<file path="src/ost_pkg.sv">
// ----------------------------------------------------------------------------
// ost_pkg: shared types and codes for the ordered set table
// Operation and status codes, the request and response words, cell control.
// ----------------------------------------------------------------------------
package ost_pkg;

   localparam int DEPTH_DEFAULT = 16;
   localparam int VALUE_W       = 32;
   localparam int COUNT_W       = 5;

   typedef enum logic [1:0] {
      OP_INSERT = 2'd0,
      OP_REMOVE = 2'd1,
      OP_LOOKUP = 2'd2
   } op_type;

   typedef enum logic [1:0] {
      ST_OK   = 2'd0,
      ST_MISS = 2'd1,
      ST_FULL = 2'd2
   } status_type;

   typedef struct packed {
      logic [1:0]                op;
      logic signed [VALUE_W-1:0] value;
   } req_word_type;

   typedef struct packed {
      logic [1:0]         status;
      logic [COUNT_W-1:0] count;
      logic               empty_res;
   } rsp_word_type;

   typedef struct packed {
      logic                      cmp;
      logic                      ins;
      logic                      rem;
      logic signed [VALUE_W-1:0] value;
   } cell_ctrl_type;

endpackage

</file>
<file path="src/ost_cell.sv">
// ----------------------------------------------------------------------------
// ost_cell: one slot of the ordered set table
// Holds one element and its valid bit, compares against the request value,
// appends at the tail and shifts down from its upper neighbor on removal.
// ----------------------------------------------------------------------------
module ost_cell (
   input  logic                               clock,
   input  logic                               reset,
   input  ost_pkg::cell_ctrl_type             ctrl,
   input  logic                               prev_valid,
   input  logic                               prev_seen,
   input  logic                               next_valid,
   input  logic signed [ost_pkg::VALUE_W-1:0] next_entry,
   output logic                               valid,
   output logic                               seen,
   output logic                               match,
   output logic signed [ost_pkg::VALUE_W-1:0] entry
);

   logic signed [ost_pkg::VALUE_W-1:0] entry_ff, entry_in;
   logic                               valid_ff, valid_in;
   logic                               match_ff, match_in;

   always_comb begin
      match_in = match_ff;
      if (ctrl.cmp) begin
         match_in = valid_ff && (entry_ff == ctrl.value);
      end
   end

   assign seen = prev_seen | match_ff;

   always_comb begin
      entry_in = entry_ff;
      valid_in = valid_ff;
      if (ctrl.rem && seen) begin
         entry_in = next_entry;
         valid_in = next_valid;
      end else if (ctrl.ins && !valid_ff && prev_valid) begin
         entry_in = ctrl.value;
         valid_in = 1'b1;
      end
   end

   always_ff @(posedge clock) begin
      if (reset) begin
         valid_ff <= 1'b0;
         match_ff <= 1'b0;
      end else begin
         valid_ff <= valid_in;
         match_ff <= match_in;
      end
   end

   always_ff @(posedge clock) begin
      entry_ff <= entry_in;
   end

   assign valid = valid_ff;
   assign match = match_ff;
   assign entry = entry_ff;

endmodule

</file>
<file path="src/ordered_set_table_top.sv">
// ----------------------------------------------------------------------------
// ordered_set_table_top: ordered set of distinct values in a chain of cells
// Insert appends, remove closes the gap, lookup tests presence.
// ----------------------------------------------------------------------------
//  channel   ports                         direction  handshake
//  request   start, busy, req_word         in         start && !busy
//  response  rsp_strobe, rsp_word          out        rsp_strobe, one cycle
//
//  For each word the cells compare at the accept edge, then the
//  match chain resolves and the cells shift or append at the next edge,
//  which also registers the response. busy is high from the accept edge until that update.
//  Reset clears the valid bits and the count; the set starts empty.
//  The response cannot be stalled; a new word may be taken in the cycle
//  its predecessor's response is shown.
module ordered_set_table_top #(
   parameter int DEPTH = ost_pkg::DEPTH_DEFAULT
) (
   input  logic                  clock,
   input  logic                  reset,
   input  logic                  start,
   output logic                  busy,
   input  ost_pkg::req_word_type req_word,
   output logic                  rsp_strobe,
   output ost_pkg::rsp_word_type rsp_word
);

   localparam int CNT_W = $clog2(DEPTH + 1);

   logic                               accept;
   logic                               work_ff;
   logic [1:0]                         op_ff;
   logic signed [ost_pkg::VALUE_W-1:0] value_ff;
   logic [CNT_W-1:0]                   held_ff, held_in;
   logic                               rsp_strobe_ff;
   ost_pkg::rsp_word_type              rsp_word_ff, rsp_word_in;
   ost_pkg::cell_ctrl_type             ctrl;

   logic [DEPTH-1:0]                   valid;
   logic [DEPTH-1:0]                   seen;
   logic [DEPTH-1:0]                   match;
   logic signed [ost_pkg::VALUE_W-1:0] entry [DEPTH];

   logic any_match;
   logic full;

   assign accept    = start && !busy;
   assign busy      = work_ff;
   assign any_match = |match;
   assign full      = (held_ff == CNT_W'(DEPTH));

   always_comb begin
      ctrl.cmp   = accept;
      ctrl.value = work_ff ? value_ff : req_word.value;
      ctrl.ins   = work_ff && (op_ff == ost_pkg::OP_INSERT) && !any_match && !full;
      ctrl.rem   = work_ff && (op_ff == ost_pkg::OP_REMOVE) && any_match;
   end

   for (genvar i = 0; i < DEPTH; i++) begin : g_cell
      logic                               prev_valid, prev_seen, next_valid;
      logic signed [ost_pkg::VALUE_W-1:0] next_entry;

      if (i == 0) begin : g_head
         assign prev_valid = 1'b1;
         assign prev_seen  = 1'b0;
      end else begin : g_link
         assign prev_valid = valid[i-1];
         assign prev_seen  = seen[i-1];
      end

      if (i == DEPTH - 1) begin : g_tail
         assign next_valid = 1'b0;
         assign next_entry = '0;
      end else begin : g_next
         assign next_valid = valid[i+1];
         assign next_entry = entry[i+1];
      end

      ost_cell u_cell (
         .clock      (clock),
         .reset      (reset),
         .ctrl       (ctrl),
         .prev_valid (prev_valid),
         .prev_seen  (prev_seen),
         .next_valid (next_valid),
         .next_entry (next_entry),
         .valid      (valid[i]),
         .seen       (seen[i]),
         .match      (match[i]),
         .entry      (entry[i])
      );
   end

   always_comb begin
      held_in            = held_ff;
      rsp_word_in.status = ost_pkg::ST_MISS;
      case (op_ff)
         ost_pkg::OP_INSERT: begin
            if (any_match) begin
               rsp_word_in.status = ost_pkg::ST_MISS;
            end else if (full) begin
               rsp_word_in.status = ost_pkg::ST_FULL;
            end else begin
               rsp_word_in.status = ost_pkg::ST_OK;
               held_in            = held_ff + CNT_W'(1);
            end
         end
         ost_pkg::OP_REMOVE: begin
            if (any_match) begin
               rsp_word_in.status = ost_pkg::ST_OK;
               held_in            = held_ff - CNT_W'(1);
            end
         end
         ost_pkg::OP_LOOKUP: begin
            rsp_word_in.status = any_match ? ost_pkg::ST_OK : ost_pkg::ST_MISS;
         end
         default: begin
            rsp_word_in.status = ost_pkg::ST_MISS;
         end
      endcase
      rsp_word_in.count     = ost_pkg::COUNT_W'(held_in);
      rsp_word_in.empty_res = (held_in == '0);
   end

   always_ff @(posedge clock) begin
      if (reset) begin
         work_ff       <= 1'b0;
         held_ff       <= '0;
         rsp_strobe_ff <= 1'b0;
      end else begin
         work_ff       <= accept;
         rsp_strobe_ff <= work_ff;
         if (work_ff) begin
            held_ff <= held_in;
         end
      end
   end

   always_ff @(posedge clock) begin
      if (accept) begin
         op_ff    <= req_word.op;
         value_ff <= req_word.value;
      end
      if (work_ff) begin
         rsp_word_ff <= rsp_word_in;
      end
   end

   assign rsp_strobe = rsp_strobe_ff;
   assign rsp_word   = rsp_word_ff;

   a_rsp_after_work: assert property (@(posedge clock) disable iff (reset)
      rsp_strobe |-> $past(busy))
      else $error("response without a preceding work cycle");

   a_accept_busy: assert property (@(posedge clock) disable iff (reset)
      (start && !busy) |=> busy)
      else $error("accepted word did not enter the work cycle");

   a_held_bound: assert property (@(posedge clock) disable iff (reset)
      held_ff <= CNT_W'(DEPTH))
      else $error("element count above depth");

   a_head_valid: assert property (@(posedge clock) disable iff (reset)
      valid[0] == (held_ff != '0))
      else $error("head cell valid disagrees with count");

   a_single_match: assert property (@(posedge clock) disable iff (reset)
      busy |-> $onehot0(match))
      else $error("value matched in more than one cell");

endmodule

</file>
<file path="config.mk">
export PLATFORM = sky130hd
export DESIGN_NAME = ordered_set_table_top
export DESIGN_NICKNAME = d
export VERILOG_FILES = /design/src/ost_pkg.sv /design/src/ost_cell.sv /design/src/ordered_set_table_top.sv
export SDC_FILE = /design/constraint.sdc
export NUM_CORES = 1
export LEC_CHECK = 0
export ABC_AREA = 0
export ABC_CLOCK_PERIOD_IN_PS = 7800
export BUFFER_PORTS_ARGS = -buffer_cell sky130_fd_sc_hd__buf_2
export CAP_MARGIN = 20
export CORE_MARGIN = 2
export CORE_UTILIZATION = 60
export DETAILED_ROUTE_END_ITERATION = 8
export PLACE_DENSITY = 0.78
export SYNTH_ARGS = -nofsm -noshare
export SYNTH_HDL_FRONTEND = slang
export SYNTH_SLANG_ARGS = --single-unit
export TNS_END_PERCENT = 10
</file>
<file path="constraint.sdc">
create_clock -name clock -period 7.8 [get_ports clock]
set_input_delay 1.17 -clock clock [delete_from_list [all_inputs] [get_ports clock]]
set_output_delay 1.17 -clock clock [all_outputs]
set_load 0.02 [all_outputs]
</file>
==> impl_metrics.ini, run 1 <==
[status]
status = completed

[placement]
io_buffers = 46
place_hpwl_um = 52700
post-place-ws_ns = 3.71
gp_congestion = 0.946

[floorplan]
num_rows = 82
start_util_pct = 60.7
dieArea_um2 = 52500
chipWidth_um = 229
ios = 47
coreArea_um2 = 50100
die_h_um = 229

[hold_path]
hold_end = g_cell[7].u_cell.match
min_path_cells = 1
hold_path.startpoint = g_cell[7].u_cell.match
hold_path.class = reg2reg

[yosys]
synth.net_count = 2816
synth_edf_count = 522
avgSynthCellArea_um2 = 11.0
async_flop_share_pct = 0
netlist_area_um2 = 30400
ys_types = 58
synth_ff_type = edfxtp_1
synth_seq_cells = 593
netlist_instances = 2774
yosysSeqAreaShare_pct = 56.2
yosysWarnings = 0

[sta]
fin_crit_sh_pct = 53.8
slew_violations = 0
max_freq_ghz = 0.238
rsz0062_at_grt = false
skew_ns = 0.0217
tns_ns = 0
tightest_slew_ns = 0.896
fin_ws_ns = 3.60
timing.final.hold_violations = 0
fin_crit_ns = 4.20
finalSetupViolCount = 0
slew_headroom_pct = 40.1

[clocking]
ctsResizeCount = 0
cts_setup_buffers = 0
cts_num_sinks = 593
cts_tree = built
clk_pin_slew_ns = 0.07
cts_buffers = 59
htreeDepth = 2
cts_root_buffer = clkbuf_16
cts.hold.buffers_added = 0
ctsLongestPathBuffers = 3
clk-insertion-delay-late_ns = 0.63

[detailed_routing]
first_pass_iters = 6
post_drt_wl_per_cell_um = 24.2
drc = 0
wl_um = 83300
final_antenna_net_count = 0
num_vias = 22000
drt_iter0_drc = 3213
via_per_inst = 6.38

[setup_path]
crit_path_start_kind = flop
r2r-start = g_cell[11].u_cell.match
timing.rr.end = g_cell[14].u_cell.entry[7]
slowest_stage = nand3_1
worstSetupPathType = reg2reg
crit_top_cell = buf_4
cp_cell_sequence = nor4_1 -> nand3_1 -> o31ai_4 -> buf_4 -> a21boi_4 -> buf_4 -> o21ai_2 -> buf_4
crit_required_ns = 8.13
rr_worst_depth = 8
r2r_slack_ns = 3.60
startpoint = g_cell[11].u_cell.match
endpoint_kind = flop
worst-path-max-fanout = 67
cp.arrival_ns = 4.53
max_stage_delay_ns = 0.76

[power]
power_frac_seq_pct = 49.4
switching_share_pct = 23.9
internal_power_mw = 5.41
vdd_ir_drop_max_mv = 0.211
p_switching_mw = 1.70
p_comb_share_pct = 9.9
clock_power_share_pct = 40.7
power-per-cell-area_nw_per_um2 = 215
leakagePower_nw = 10.9

[flow_run]
maxCapViolCount = 0

[final_layout]
drive_gt1_share_pct = 10.1
area_growth_pct = 8.62
nNetsFinal = 2764
final_util_pct = 66.0

[grt]
grt_pass1_wl_um = 126000
antenna_found_initial = 2
overflow = 0
grt_pass1_vias = 21400
grt_max_degree = 68
grt_use_total_pct = 31.2
==> sequential cells by signal, summed over array words and instances, names as in the netlist <==
name / flops
rsp_word: 8
g_cell.u_cell.valid: 16
busy: 1
g_cell.u_cell.entry: 512
op_ff: 2
g_cell.u_cell.match: 16
rsp_strobe: 1
held_ff: 5
value_ff: 32
==> cell usage after synthesis (10+ instances only) <==
master	n	area [um^2]
buf_1	16	60.1
buf_4	11	82.6
o21ai_0	15	75.1
nor2_1	536	2010
clkbuf_1	98	368
dfxtp_1	71	1420
nand2_1	33	124
xnor2_1	344	3010
a22o_1	14	123
edfxtp_1	522	15700
inv_1	10	37.5
a21oi_1	500	2500
a211oi_1	50	375
nor4_1	96	601
buf_6	30	338
buf_2	74	370
xor2_1	165	1450
nand4_1	69	432
mux2i_4	30	676
nor3_1	20	100
==> final cells by class <==
type                    count  area [um^2]
diodes                      2         5.00
fillers                  3664        17000
clock buffers              83         1680
flip-flops and latches    593        17100
well taps                 672          841
clock inverters            28          273
multi-input cells        1941        12300
repair buffers            116          818
inverters                  11         41.3
==> cells by family (layout without fill, tap and decap cells) <==
group | Yosys count | count (layout) | share of synthesized area [%]
other cells | 0 | 2 | 0
flops | 593 | 593 | 56.2
buf+inv | 240 | 238 | 4.14
xor+xnor | 509 | 509 | 14.7
compound gates | 611 | 611 | 10.9
fa+ha+maj | 5 | 5 | 0.206
mux | 33 | 33 | 2.35
simple gates | 783 | 783 | 11.5
==> metrics by stage <==
step           cells  cell area [um^2]  hold WS, ns  power (mW)
4_1_cts         3438             32900        0.529        7.10
5_1_grt         3445             33000        0.545        7.27
2_1_floorplan   2774             30400        0.450        4.08
3_5_place_dp    3327             31000        0.510        4.26
6_report        3446             33000        0.525        7.11
3_3_place_gp    3327             31000        0.493        4.24
==> power by group through the flow <==
stage / Sequential, mW / Clock, mW / Combinational [mW]
floorplan: 3.58 / 0 / 0.499
global placement: 3.58 / 0 / 0.661
detailed placement: 3.58 / 0 / 0.678
CTS: 3.51 / 2.90 / 0.684
global route: 3.51 / 3.02 / 0.736
finish: 3.51 / 2.89 / 0.703
==> critical path: cells and delay by family, from the launching register on <==
family	cells	cell delay (ns)
AND/OR/NAND/NOR	2	1.36
buffers and inverters	3	1.38
flip-flops	1	0.38
AO/OA/AOI/OAI	3	0.77
==> routing by layer <==
layer  wire length (um)  share of wire [%]  up-vias  global-route usage [%]
met2              38400                 46     1438                    49.6
met3               8860                 11      314                    5.27
met4               4570                5.5        0                    15.7
met1              31400                 38    10500                    41.5
li1                   -                  -     9747                       -
met5                  0                  0        -                       0
==> cell usage in the layout, fill, tap and decap left out, types with 3 or more instances in the layout <==
| cell type | netlist | routed |
|---|---|---|
| clkbuf_16 | 0 | 61 |
| nand4_1 | 69 | 69 |
| clkinvlp_4 | 0 | 3 |
| edfxtp_1 | 522 | 522 |
| ha_1 | 5 | 5 |
| and3_1 | 3 | 3 |
| clkbuf_1 | 98 | 15 |
| a21oi_1 | 500 | 500 |
| o31ai_4 | 0 | 4 |
| nor4_1 | 96 | 96 |
| buf_12 | 0 | 5 |
| nor3_1 | 20 | 20 |
| dfxtp_1 | 71 | 70 |
| o21ai_4 | 0 | 4 |
| nand2_2 | 0 | 6 |
| clkinv_1 | 0 | 6 |
| xnor2_1 | 344 | 344 |
| or4_1 | 3 | 3 |
| buf_4 | 11 | 64 |
| clkinv_2 | 0 | 12 |
| xor2_1 | 165 | 165 |
| nand2_1 | 33 | 27 |
| bufinv_16 | 0 | 5 |
| nand3_1 | 4 | 4 |
| a211oi_1 | 50 | 50 |
| buf_2 | 74 | 46 |
| nor4_2 | 4 | 3 |
| o21ai_0 | 15 | 3 |
| mux2i_4 | 30 | 32 |
| clkbuf_8 | 0 | 7 |
| nor2_1 | 536 | 536 |
| o21ai_2 | 0 | 13 |
| a22o_1 | 14 | 14 |
| inv_1 | 10 | 10 |
| o22ai_1 | 3 | 3 |
==> worst max-delay path by stage <==
stage	cells after the start	to
finish	8	g_cell[14].u_cell.entry[7]
global route	8	g_cell[14].u_cell.entry[1]
CTS	8	g_cell[0].u_cell.match
detailed placement	8	g_cell[0].u_cell.match
global placement	8	g_cell[0].u_cell.match
floorplan	4	g_cell[0].u_cell.entry[0]
No activity file was read; power rests on OpenSTA's default activity.
==> inputs of run 2 (changes only) <==
- ABC_CLOCK_PERIOD_IN_PS: 7800 -> 4300
- clock period: 7.8 -> 4.3 ns (I/O delays scaled with it)
==> run 2 against run 1 <==
  * Worst hold slack worse by 0.34 ns
  * Largest cell class unchanged
  * Clock power up 85%
  * Via count up 2.9%
  * First-iteration DRC count up 9.2%
==> impl_metrics.ini, run 2 (synthesis results as in run 1) <==
[status]
status = completed

[setup_path]
rr_worst_depth = 8
slowest_stage = mux2i_4
crit_required_ns = 4.88
cp.arrival_ns = 4.35
crit_path_start_kind = flop
r2r_slack_ns = 0.52
cp_cell_sequence = buf_4 -> mux2i_4 -> buf_12 -> xnor2_1 -> nor4_1 -> nand4_1 -> nor4_1 -> a22o_1
endpoint_kind = flop
crit_top_cell = nor4_1
worstSetupPathType = reg2reg
worst-path-max-fanout = 23
timing.rr.end = g_cell[13].u_cell.match
max_stage_delay_ns = 0.86
r2r-start = busy

[clocking]
cts_setup_buffers = 0
cts_num_sinks = 593
ctsLongestPathBuffers = 3
cts.hold.buffers_added = 0
cts_buffers = 60
htreeDepth = 2
ctsResizeCount = 0
cts_root_buffer = clkbuf_16
clk_pin_slew_ns = 0.06
clk-insertion-delay-late_ns = 0.66
cts_tree = built

[placement]
post-place-ws_ns = 0.631
place_hpwl_um = 63800
dpl_cell_area_um2 = 31700
gp_congestion = 0.976
io_buffers = 46

[detailed_routing]
post_drt_wl_per_cell_um = 26.5
drc = 0
num_vias = 22600
first_pass_iters = 8
drt_iter0_drc = 3507
wl_um = 92900
final_antenna_net_count = 0
via_per_inst = 6.45

[floorplan]
die_h_um = 229
dieArea_um2 = 52500
start_util_pct = 60.7
num_rows = 82
ios = 47
coreArea_um2 = 50100
chipWidth_um = 229

[hold_path]
hold_end = op_ff[0]
min_path_cells = 1
hold_path.class = in2reg
hold_path.startpoint = req_word[32]

[final_layout]
layout_commonest_cell = nor2_1
antenna_cells = 0
most-common-layout-cells = nor2_1, edfxtp_1, a21oi_1
area_growth_pct = 10.7
nNetsFinal = 2828
final_area_um2 = 33700
largest_register_ffs = 512
drive_gt1_share_pct = 12.3

[grt]
overflow = 0
grt_pass1_wl_um = 137000
grt_pass1_vias = 22200
grt_max_degree = 68
antenna_found_initial = 0
grt_use_total_pct = 35.0

[power]
power_mw = 13.2
power-per-cell-area_nw_per_um2 = 391
leakagePower_nw = 11.3
vdd_ir_drop_max_mv = 0.350

[sta]
whs_ns = 0.188
timing.final.hold_violations = 0
tightest_slew_ns = 1.12
skew_ns = 0.0288
fin_crit_sh_pct = 87.8
fin_ws_ns = 0.525
slew_headroom_pct = 23.6
finalSetupViolCount = 0
rsz0062_at_grt = false
tns_ns = 0
max_freq_ghz = 0.265
fin_crit_ns = 3.78
slew_violations = 0

[flow_run]
maxCapViolCount = 0
[run 2: worst max-delay path by stage]
stage	to	cells past startpoint	startpoint
global placement	g_cell[0].u_cell.match	8	busy
finish	g_cell[13].u_cell.match	8	busy
floorplan	g_cell[10].u_cell.entry[0]	8	busy
global route	g_cell[13].u_cell.match	8	busy
detailed placement	g_cell[13].u_cell.match	8	busy
CTS	g_cell[13].u_cell.match	8	busy
[run 2: power by group]
group,leakage (nW),internal (mW),switching (mW)
Clock,0.991,3.08,2.28
Sequential,5.29,6.34,0.0361
Combinational,4.98,0.548,0.884
[run 2: cell type report]
type / count / area (um^2)
well taps: 672 / 841
flip-flops and latches: 593 / 17100
clock inverters: 24 / 224
fillers: 3712 / 16400
multi-input cells: 1941 / 12300
repair buffers: 179 / 1400
inverters: 11 / 41.3
clock buffers: 90 / 1780
[run 2: through the flow]
| stage | utilization (%) | cells |
|---|---|---|
| after floorplan | - | 2774 |
| after global placement | 63.3 | 3396 |
| after detailed placement | 63.3 | 3396 |
| after CTS | 67.3 | 3510 |
| after global routing | 67.3 | 3510 |
| final | 67.3 | 3510 |
[run 2: critical path, delay by kind of cell, from the launching register on]
family / cells / cell delay (ns)
and+or+nand+nor: 3 / 1.12
muxes: 1 / 0.86
DFF: 1 / 0.77
buffers and inverters: 2 / 0.63
AOI/OAI and AO/OA: 1 / 0.19
xor gates and xnor gates: 1 / 0.09
[run 2: per-layer routing]
metal	GRT usage [%]	wire length, um
met5	0	0
met4	21.4	6450
met3	8.52	11500
met1	44.3	32900
met2	54.7	42100
